==> config.mk <==
export PLATFORM = sky130hd
export DESIGN_NAME = magnetometer_minmax_calibration_top
export DESIGN_NICKNAME = d
export VERILOG_FILES = /design/src/hw/rtl/mmcal_pkg.sv /design/src/hw/rtl/mmcal_div.sv /design/src/hw/rtl/magnetometer_minmax_calibration_top.sv
export SDC_FILE = /design/constraint.sdc
export NUM_CORES = 2
export LEC_CHECK = 0
export BUFFER_PORTS_ARGS = -buffer_cell sky130_fd_sc_hd__clkbuf_2
export CORE_UTILIZATION = 35
export DETAILED_ROUTE_END_ITERATION = 16
export SLEW_MARGIN = 20
export SYNTH_ARGS = -nofsm -noshare
export SYNTH_HDL_FRONTEND = slang
export SYNTH_SLANG_ARGS = --single-unit
==> constraint.sdc <==
create_clock -name i_clk -period 15 [get_ports i_clk]
set_input_delay 2.25 -clock i_clk [delete_from_list [all_inputs] [get_ports i_clk]]
set_output_delay 2.25 -clock i_clk [all_outputs]
set_load 0.01 [all_outputs]
==> src/hw/rtl/mmcal_pkg.sv <==
// ----------------------------------------------------------------------------
// mmcal_pkg
// Shared constants and types for the magnetometer min/max calibration block.
// ----------------------------------------------------------------------------
package mmcal_pkg;

    // Default sample width and scale fraction width
    localparam int SAMPLE_BITS_DEF     = 16;
    localparam int SCALE_FRAC_BITS_DEF = 12;

    // Scale factor is unsigned, fixed at 16 bits
    localparam int              SCALE_W   = 16;
    localparam logic [SCALE_W-1:0] SCALE_SAT = {SCALE_W{1'b1}};

    // Quotient bits produced by the divider, plus one overflow step
    localparam int QUO_STEPS = SCALE_W;
    localparam int STEP_W    = $clog2(QUO_STEPS + 1);

    // Corrected output width and limits
    localparam int OUT_W   = 18;
    localparam int OUT_MAX = 131071;
    localparam int OUT_MIN = -131072;
    localparam int OUT_TW  = ((3 * OUT_W + 7) / 8) * 8;

    // Divider status returned to the sequencer
    typedef struct packed {
        logic               done;
        logic               sat;
        logic [SCALE_W-1:0] quo;
    } t_div_res;

endpackage

==> src/hw/rtl/mmcal_div.sv <==
// ----------------------------------------------------------------------------
// mmcal_div
// Restoring divider, one quotient bit per cycle. The first step tests the
// quotient against the scale range and flags saturation; otherwise the
// following steps produce a quotient of SCALE_W bits.
// ----------------------------------------------------------------------------
module mmcal_div
    import mmcal_pkg::*;
#(
    parameter int DW = 35
) (
    input  logic          i_clk,
    input  logic          i_rst_n,
    input  logic          i_start,
    input  logic [DW-1:0] i_num,
    input  logic [DW-1:0] i_den,
    output t_div_res      o_res
);

    logic              r_busy;
    logic              r_done;
    logic              r_sat;
    logic [DW-1:0]     r_rem;
    logic [DW-1:0]     r_dvs;
    logic [STEP_W-1:0] r_bit;
    logic [SCALE_W-1:0] r_quo;

    logic w_ge;

    // Compare remainder against the shifted divisor
    assign w_ge = (r_rem >= r_dvs);

    always_ff @(posedge i_clk) begin
        if (!i_rst_n) begin
            r_busy <= 1'b0;
            r_done <= 1'b0;
            r_sat  <= 1'b0;
        end else begin
            r_done <= 1'b0;
            if (i_start) begin
                r_busy <= 1'b1;
                r_sat  <= 1'b0;
                r_rem  <= i_num;
                r_dvs  <= i_den << QUO_STEPS;
                r_bit  <= STEP_W'(QUO_STEPS);
                r_quo  <= '0;
            end else if (r_busy) begin
                // Subtract where the divisor fits
                if (w_ge) begin
                    r_rem <= r_rem - r_dvs;
                end
                r_dvs <= r_dvs >> 1;
                if (r_bit == STEP_W'(QUO_STEPS)) begin
                    // Overflow step: quotient would exceed the scale range
                    if (w_ge) begin
                        r_sat  <= 1'b1;
                        r_busy <= 1'b0;
                        r_done <= 1'b1;
                    end
                end else begin
                    r_quo <= {r_quo[SCALE_W-2:0], w_ge};
                    if (r_bit == '0) begin
                        r_busy <= 1'b0;
                        r_done <= 1'b1;
                    end
                end
                r_bit <= r_bit - STEP_W'(1);
            end
        end
    end

    assign o_res.done = r_done;
    assign o_res.sat  = r_sat;
    assign o_res.quo  = r_quo;

endmodule

==> src/hw/rtl/magnetometer_minmax_calibration_top.sv <==
// Sequencing: the three divisions run serially, each a setup, the divider steps
//   and a capture; an all-zero sample skips them, a zero span skips its own.
// Throughput: one request in work at a time; the next is taken once the result
//   has entered the output register; the correction shares one multiplier.
// Reset (synchronous, active low) restores min/max, bias, scale and the
//   stored sample to their initial values and empties the output register.
// ----------------------------------------------------------------------------
// magnetometer_minmax_calibration_top
// Running min/max hard and soft iron calibration of a three-axis
// magnetometer. Each non-zero sample widens the per-axis range, updates
// bias and scale, and every request returns the stored sample corrected.
// ----------------------------------------------------------------------------
module magnetometer_minmax_calibration_top
    import mmcal_pkg::*;
#(
    parameter int SAMPLE_BITS     = SAMPLE_BITS_DEF,
    parameter int SCALE_FRAC_BITS = SCALE_FRAC_BITS_DEF
) (
    input  logic                     i_clk,
    input  logic                     i_rst_n,
    // tdata: sample_x, sample_y, sample_z (SAMPLE_BITS each), zero pad
    input  logic                     s_axis_tvalid,
    output logic                     s_axis_tready,
    input  logic [((3*SAMPLE_BITS+7)/8)*8-1:0] s_axis_tdata,
    // tdata: corrected_x, corrected_y, corrected_z (18 bits each), zero pad
    output logic                     m_axis_tvalid,
    input  logic                     m_axis_tready,
    output logic [OUT_TW-1:0]        m_axis_tdata,
    // tuser: ignored
    output logic                     m_axis_tuser
);

    localparam int SB = SAMPLE_BITS;
    localparam int DW = SB + 19;
    localparam int PW = SB + 18;
    localparam logic [SCALE_W-1:0] SCALE_ONE =
        (SCALE_FRAC_BITS >= SCALE_W) ? SCALE_SAT : SCALE_W'(1 << SCALE_FRAC_BITS);
    localparam logic signed [PW-1:0] RND_HALF = PW'(1 << (SCALE_FRAC_BITS - 1));
    localparam logic signed [PW-1:0] LIM_HI   = PW'(OUT_MAX);
    localparam logic signed [PW-1:0] LIM_LO   = PW'(OUT_MIN);
    localparam logic signed [SB-1:0] MIN_INIT = {1'b0, {(SB-1){1'b1}}};
    localparam logic signed [SB-1:0] MAX_INIT = {1'b1, {(SB-1){1'b0}}};

    typedef enum logic [2:0] {
        S_IDLE,
        S_UPD,
        S_SPAN,
        S_SETUP,
        S_DIV,
        S_MUL,
        S_RND,
        S_DONE
    } t_state;

    t_state r_state;
    logic [1:0] r_ax;

    logic signed [SB-1:0]   r_smp   [3];
    logic                   r_ign;
    logic signed [SB-1:0]   r_min   [3];
    logic signed [SB-1:0]   r_max   [3];
    logic signed [SB-1:0]   r_last  [3];
    logic signed [SB-1:0]   r_bias  [3];
    logic [SCALE_W-1:0]     r_scale [3];
    logic [SB+1:0]          r_total;
    logic signed [PW-1:0]   r_prod;
    logic signed [OUT_W-1:0] r_corr [3];

    logic                   r_m_valid;
    logic signed [OUT_W-1:0] r_out  [3];
    logic                   r_out_ign;

    logic [SB-1:0]          w_span  [3];
    logic signed [SB:0]     w_sum   [3];
    logic [SB-1:0]          w_span_ax;
    logic [SB+1:0]          w_den;
    logic [DW-1:0]          w_num;
    logic                   w_start;
    t_div_res               w_div;
    logic signed [SB:0]     w_diff;
    logic signed [PW-1:0]   w_mul_a;
    logic signed [PW-1:0]   w_mul_b;
    logic signed [PW-1:0]   w_rnd;
    logic signed [PW-1:0]   w_shr;
    logic signed [OUT_W-1:0] w_sat;
    logic                   w_zero;

    // Per-axis span and midpoint sum from the current range
    always_comb begin
        for (int i = 0; i < 3; i++) begin
            logic signed [SB:0] v_d;
            v_d       = (SB+1)'(r_max[i]) - (SB+1)'(r_min[i]);
            w_span[i] = v_d[SB-1:0];
            w_sum[i]  = (SB+1)'(r_max[i]) + (SB+1)'(r_min[i]);
        end
    end

    // Divider operands: den = 3 * span, num = total * 2^F + den / 2
    assign w_span_ax = w_span[r_ax];
    assign w_den     = (SB+2)'({w_span_ax, 1'b0}) + (SB+2)'(w_span_ax);
    assign w_num     = (DW'(r_total) << SCALE_FRAC_BITS) + DW'(w_den >> 1);
    assign w_start   = (r_state == S_SETUP) && (w_span_ax != '0);

    mmcal_div #(
        .DW (DW)
    ) u_div (
        .i_clk   (i_clk),
        .i_rst_n (i_rst_n),
        .i_start (w_start),
        .i_num   (w_num),
        .i_den   (DW'(w_den)),
        .o_res   (w_div)
    );

    // Shared multiplier operands: bias-removed sample by scale
    assign w_diff  = (SB+1)'(r_last[r_ax]) - (SB+1)'(r_bias[r_ax]);
    assign w_mul_a = PW'(w_diff);
    assign w_mul_b = PW'(signed'({1'b0, r_scale[r_ax]}));

    // Round half up, drop fraction bits, saturate
    assign w_rnd = r_prod + RND_HALF;
    assign w_shr = w_rnd >>> SCALE_FRAC_BITS;
    always_comb begin
        if (w_shr > LIM_HI) begin
            w_sat = OUT_W'(LIM_HI);
        end else if (w_shr < LIM_LO) begin
            w_sat = OUT_W'(LIM_LO);
        end else begin
            w_sat = w_shr[OUT_W-1:0];
        end
    end

    assign w_zero = (s_axis_tdata[3*SB-1:0] == '0);

    // Sequencer, calibration state and output register
    always_ff @(posedge i_clk) begin
        if (!i_rst_n) begin
            r_state   <= S_IDLE;
            r_ax      <= '0;
            r_m_valid <= 1'b0;
            for (int i = 0; i < 3; i++) begin
                r_min[i]   <= MIN_INIT;
                r_max[i]   <= MAX_INIT;
                r_last[i]  <= '0;
                r_bias[i]  <= '0;
                r_scale[i] <= SCALE_ONE;
            end
        end else begin
            // Drop the result once taken, unless a new one loads now
            if (r_m_valid && m_axis_tready && (r_state != S_DONE)) begin
                r_m_valid <= 1'b0;
            end

            case (r_state)
                S_IDLE: begin
                    if (s_axis_tvalid) begin
                        for (int i = 0; i < 3; i++) begin
                            r_smp[i] <= s_axis_tdata[i*SB +: SB];
                        end
                        r_ign   <= w_zero;
                        r_ax    <= '0;
                        r_state <= w_zero ? S_MUL : S_UPD;
                    end
                end
                S_UPD: begin
                    // Store the sample and widen the range
                    for (int i = 0; i < 3; i++) begin
                        r_last[i] <= r_smp[i];
                        if (r_smp[i] < r_min[i]) begin
                            r_min[i] <= r_smp[i];
                        end
                        if (r_smp[i] > r_max[i]) begin
                            r_max[i] <= r_smp[i];
                        end
                    end
                    r_state <= S_SPAN;
                end
                S_SPAN: begin
                    // Floor of the midpoint, and the sum of spans
                    for (int i = 0; i < 3; i++) begin
                        r_bias[i] <= w_sum[i][SB:1];
                    end
                    r_total <= (SB+2)'(w_span[0]) + (SB+2)'(w_span[1])
                             + (SB+2)'(w_span[2]);
                    r_ax    <= '0;
                    r_state <= S_SETUP;
                end
                S_SETUP: begin
                    if (w_span_ax == '0) begin
                        // Zero span: unity scale, skip the division
                        r_scale[r_ax] <= SCALE_ONE;
                        if (r_ax == 2'd2) begin
                            r_ax    <= '0;
                            r_state <= S_MUL;
                        end else begin
                            r_ax <= r_ax + 2'd1;
                        end
                    end else begin
                        r_state <= S_DIV;
                    end
                end
                S_DIV: begin
                    if (w_div.done) begin
                        r_scale[r_ax] <= w_div.sat ? SCALE_SAT : w_div.quo;
                        if (r_ax == 2'd2) begin
                            r_ax    <= '0;
                            r_state <= S_MUL;
                        end else begin
                            r_ax    <= r_ax + 2'd1;
                            r_state <= S_SETUP;
                        end
                    end
                end
                S_MUL: begin
                    r_prod  <= w_mul_a * w_mul_b;
                    r_state <= S_RND;
                end
                S_RND: begin
                    r_corr[r_ax] <= w_sat;
                    if (r_ax == 2'd2) begin
                        r_state <= S_DONE;
                    end else begin
                        r_ax    <= r_ax + 2'd1;
                        r_state <= S_MUL;
                    end
                end
                S_DONE: begin
                    // Hold until the output register is free
                    if (!r_m_valid || m_axis_tready) begin
                        r_m_valid <= 1'b1;
                        for (int i = 0; i < 3; i++) begin
                            r_out[i] <= r_corr[i];
                        end
                        r_out_ign <= r_ign;
                        r_state   <= S_IDLE;
                    end
                end
                default: begin
                    r_state <= S_IDLE;
                end
            endcase
        end
    end

    assign s_axis_tready = (r_state == S_IDLE);
    assign m_axis_tvalid = r_m_valid;
    assign m_axis_tuser  = r_out_ign;
    assign m_axis_tdata  = OUT_TW'({r_out[2], r_out[1], r_out[0]});

endmodule

==> Word level (Yosys, flattened, before mapping) <==
Memory sizes are Yosys's and may differ from the RTL's. A register that Yosys moved wholly into a read port is not among the register bits.
Cells that the tools add are included.
{ "classes": {"n_eq_ne": 17, "n_mux": 112, "n_bitwise": 16, "reduce_logical": 26, "addsub": 15, "order_cmp": 10, "multipliers": 1} }
{ "op_table": {"columns": ["op", "count"], "rows": [
  ["two-way mux 16 bit", 19],
  ["two-way mux 35 bit", 3],
  ["adder 16 x 16 -> 17 bit", 4],
  ["two-way mux 34 bit", 2],
  ["two-way mux 1 bit", 62],
  ["> comparator 16 bit", 3],
  ["zero test 48 bit", 1],
  ["less-than comparator 16 bit", 3],
  ["subtractor 16 bit", 3],
  ["adder 17 x 16 -> 18 bit", 2],
  ["two-way mux 18 bit", 2],
  [">= comparator 35 x 34 -> 1 bit", 1],
  ["subtractor 35 x 34 -> 35 bit", 1],
  ["adder 34 x 13 -> 34 bit (second input constant)", 1],
  ["multiplier 17 x 17 -> 34 bit", 1],
  ["binary-select mux 16 bit (select 2 bit)", 1],
  ["adder 30 x 17 -> 31 bit", 1],
  ["two-way mux 2 bit", 13],
  ["one-hot mux 3 bit (8 select lines)", 1],
  ["> comparator 22 x 18 -> 1 bit (second input constant)", 1],
  ["less-than comparator 22 x 18 -> 1 bit (second input constant)", 1],
  ["two-way mux 3 bit", 7],
  ["subtractor 16 x 16 -> 17 bit", 1],
  ["zero test 16 bit", 1],
  ["other kinds (32)", 62]
]} }
{ "word_totals": {"ramBits": 396, "out_inout_bits": 59, "n_memories": 8, "wordCells": 220, "regBits": 153} }
{ "mem_list": {"columns": ["name", "words", "width", "rd", "rd_ports_with_merged_regs", "wr", "line", "source"], "rows": [
  ["r_corr", 3, 18, 3, 0, 1, "magnetometer_minmax_calibration_top.sv:67", "logic signed [OUT_W-1:0] r_corr [3];"],
  ["r_out", 3, 18, 3, 0, 3, "magnetometer_minmax_calibration_top.sv:70", "logic signed [OUT_W-1:0] r_out [3];"],
  ["r_bias", 3, 16, 1, 1, 3, "magnetometer_minmax_calibration_top.sv:63", "logic signed [SB-1:0] r_bias [3];"],
  ["r_last", 3, 16, 1, 1, 3, "magnetometer_minmax_calibration_top.sv:62", "logic signed [SB-1:0] r_last [3];"],
  ["r_max", 3, 16, 3, 0, 3, "magnetometer_minmax_calibration_top.sv:61", "logic signed [SB-1:0] r_max [3];"],
  ["r_min", 3, 16, 3, 0, 3, "magnetometer_minmax_calibration_top.sv:60", "logic signed [SB-1:0] r_min [3];"],
  ["2 more memories", null, null, null, null, null, null, null]
]} }

==> Logic depth before layout (Yosys ltp) <==
An unclocked memory read counts as a cell.
{ "logic_depth": {"word_depth": 13, "depth_mapped": 42, "ltp_nobuf": 38} }

==> Modules after synthesis <==
From an unflattened synthesis, not the netlist that was laid out.
{ "unflattened": {"hier_cells": 4115, "hier_area_um2": 43158.9} }
{ "by_module_without_submodules": {"columns": ["module", "area_per_inst_um2", "cells_per_inst", "seq_area_each_um2", "n_inst"], "rows": [
  ["magnetometer_minmax_calibration_top", 37407.1, 3539, 13823.3, 1],
  ["mmcal_div", 5751.8, 576, 2792.7, 1]
]} }

==> Least setup slack after synthesis <==
No wires, ideal clock.
{ "synth_path": {"kind": "reg-to-reg", "startpoint": "register with a tool-made name", "endpoint": "register r_prod[33] (data pin)", "required_time_ns": 14.737, "setup_slack_ns": 4.710, "synth_period_minus_slack_ns": 10.290, "setup_time_ns": 0.263, "stages_incl_launch_ff": 41, "arrival_ns": 10.027, "cell_sequence": "dfxtp_1 -> buf_1 -> buf_1 -> clkbuf_1 -> mux2i_1 -> o21ai_0 -> ha_1 -> inv_1 -> fa_1 -> a21o_1 -> a21oi_2 -> o21ai_1 -> a21oi_1 -> o21ai_1 -> a21oi_1 -> o21ai_1 -> a21o_1 -> a21o_1 -> [... 5 more ...] -> fa_1 -> inv_1 -> fa_1 -> fa_1 -> inv_1 -> fa_1 -> inv_1 -> ha_1 -> and4_1 -> nand2_1 -> a211oi_1 -> o2111ai_1 -> a21oi_1 -> o31a_1 -> o2111ai_1 -> and2_1 -> a311oi_1 -> xnor2_1"} }
{ "synth_rtl": {"columns": ["item", "line", "source"], "rows": [
  ["end signal: assignment", "magnetometer_minmax_calibration_top.sv:215", "r_prod <= w_mul_a * w_mul_b;"],
  ["end: declaration", "magnetometer_minmax_calibration_top.sv:66", "logic signed [PW-1:0] r_prod;"]
]} }

==> run metrics <==
Max Transition Viols Final=0; post-synth top area cell=edfxtp_1; Die Span X=350 microns; Fillers=around 12000; Worst Hold Depth=0; R2R Setup Slk=approximately 4700 ps; endpoints failing setup=0; Seq/Total Area, Yosys=between 30% and 40%; Period minus WS final=about 10000 ps; nets=between 4000 and 5000; post-synth top area share=between 30% and 40%; Pre-Repair DR Iteration Count=7; Unique masters post-synth=75; relative slew slack=roughly a fifth; min-delay src=r_corr[0][3]$_DFFE_PP_; WHS Endpoint=r_out[0][3]$_DFFE_PP_; CTS tree=yes; synthesized area=roughly 42000 sq um; Top cell by count, worst path=fa_1; drt total wl=between 100000 and 150000 microns; synth cell count leaders=inv_1, edfxtp_1, ha_1, nor2_1, fa_1; Worst Max-Slew Pin Slew=about 1200 ps; Die H=about 350 microns; critical path launch point type=register; postcts setup bufs=0; ANT cells=0; Root Buffer=clkbuf_16; syn avg cell area=about 10 sq um; Post-Route Setup TNS=0 ps; status=finished clean; Hold Fails Final Rpt=0; Core Util, Final=39.3%; PortBufs=approximately 110; Largest stage delay, worst path=approximately 660 ps; hold-fix buffers at CTS=0; largest net degree at the start of global routing=92; Achievable Freq=between 90 and 100 MHz; dpl hpwl=81900 microns; post-synthesis instance total=a little over 4000; highest-delay cell along the critical path=buf_4; most frequent cell after synthesis=inv_1; clk_lat worst skew=between 600 and 700 ps; # DRC=0; crit end category=register; clk slew on worst S/H paths=60 ps; Multi-input gate area=between 20000 and 25000 sq um; starting density of the core=35.3%; Register Area=approximately 17000 sq um; Top FF cell, synth=edfxtp_1; max-cap viol count=0; total CTS buffers=66; area of the core=about 120000 sq um; RR Endpoint=r_prod[33]$_DFFE_PP_; initial antenna violation count=3; vias in the first global route=between 20000 and 30000; Hold Crit Class=reg -> reg; critical path peak fanout=91; Area contributors post-synth=edfxtp_1, fa_1, ha_1, inv_1, nor2_1; row count=127; total track usage=~17%; full die area=123000 sq um; r2r worst-path depth=36; IO Pins=111; first-pass GRT wire length=roughly 160000 microns; Post-synth EDFFs=around 550; Area Overhead vs Synth=11.2%; Crit Path Class=reg -> reg; share of flip-flops with an asynchronous set or reset=0%; Critical path buffers and inverters=6; vias per cell=between 4 and 5; Post-CTS Resized=0; DR iter-0 viols=~1900; Final Skew=roughly 40 ps; period utilisation layout=a little under 70%; clk buf depth=3; Ys Warns=0; GP Congestion=0.899; Critical Path RT=15360 ps; Worst EP arrival=roughly 11000 ps; layout cells sized above 1=slightly above 7%; # clock sinks=approximately 560; Synth Register Bits=about 560; WL/cell=~18 microns; H-tree depth=3; antenna viol nets, final=0; CP delay by family, top=adder cells; Vias=roughly 28000; RSZ-0062 raised after global routing=false; GRT overflow=0
## worst max-delay path by stage
stage / slack (ps) / end / startpoint / depth (start not counted)
final: 4670 / r_prod[33]$_DFFE_PP_ / register / 36
after global routing: 3930 / r_prod[33]$_DFFE_PP_ / register / 36
after CTS: 4700 / r_prod[33]$_DFFE_PP_ / register / 36
after detailed placement: 4730 / r_prod[33]$_DFFE_PP_ / register / 36
after global placement: 4890 / r_prod[33]$_DFFE_PP_ / register / 36
after floorplan: 4710 / r_prod[33]$_DFFE_PP_ / register / 40
## logic make-up (layout without fill, tap and decap cells)
kind of cell | count (synthesis) | in the layout | share of synthesized area [%]
buf+inv | 719 | 867 | 6.39
simple gates | 1158 | 1158 | 13.3
flops | 556 | 556 | 39.1
mux | 74 | 74 | 2.01
compound gates | 668 | 668 | 9.78
xor+xnor | 211 | 211 | 4.35
fa+ha+maj | 673 | 673 | 25.1
other cells | 1 | 2 | 0.00883
## through the flow
step,cells,instance area [sq um],worst slack [ps],hold WS [ps]
global route,5821,47200,3930,416
finish,5821,47200,4670,414
floorplan,4061,42500,4710,400
detailed placement,5704,45000,4730,405
global placement,5704,45000,4890,403
CTS,5821,47200,4700,413
## flip-flops by register name, indices dropped and copies added, names as in the netlist, named ones only
register,count
u_div.r_busy,1
u_div.r_sat,1
m_axis_tuser,1
u_div.r_dvs,34
r_min,48
u_div.r_bit,5
r_ax,2
r_bias,48
r_max,48
u_div.r_done,1
r_corr,54
r_state,3
r_prod,23
r_smp,48
r_scale,64
r_ign,1
u_div.r_quo,16
r_out,54
u_div.r_rem,35
r_total,18
m_axis_tvalid,1
r_last,48
## worst reg2reg max path, delay by kind of cell, from the launching register on
family	cells	cell delay [ps]
xor gates and xnor gates	2	680
adders and majority gates	9	4130
and+or+nand+nor	5	810
DFF	1	310
buffers and inverters	6	910
AOI/OAI and AO/OA	14	3220
## per-layer routing
layer,GRT usage (%),up-vias,share of wire (%)
li1,-,13868,-
met1,23.9,13726,47
met2,28.0,691,45
met3,2.40,161,4.6
met4,5.51,4,3.0
met5,0,-,0.026
## layout make-up
class,instances,area share (%)
flip-flops and latches,556,35.1
clock buffers,85,3.78
well taps,1612,4.27
inverters,599,4.76
multi-input cells,2786,49.3
clock inverters,32,0.933
repair buffers,151,1.83
## layout by cell type (no fill, tap or decap), drive strengths merged, types with 142 or more instances in the layout
cell type | Yosys | routed
a21oi | 199 | 199
o21ai | 179 | 179
inv | 598 | 600
nand2 | 271 | 271
ha | 376 | 376
clkbuf | 98 | 193
and2 | 182 | 182
xnor2 | 142 | 142
fa | 297 | 297
nor2 | 338 | 338
edfxtp | 545 | 545
Power is left out: the tool's default activity adds up to more than one toggle a clock period on the data nets, which glitch-free logic cannot reach.
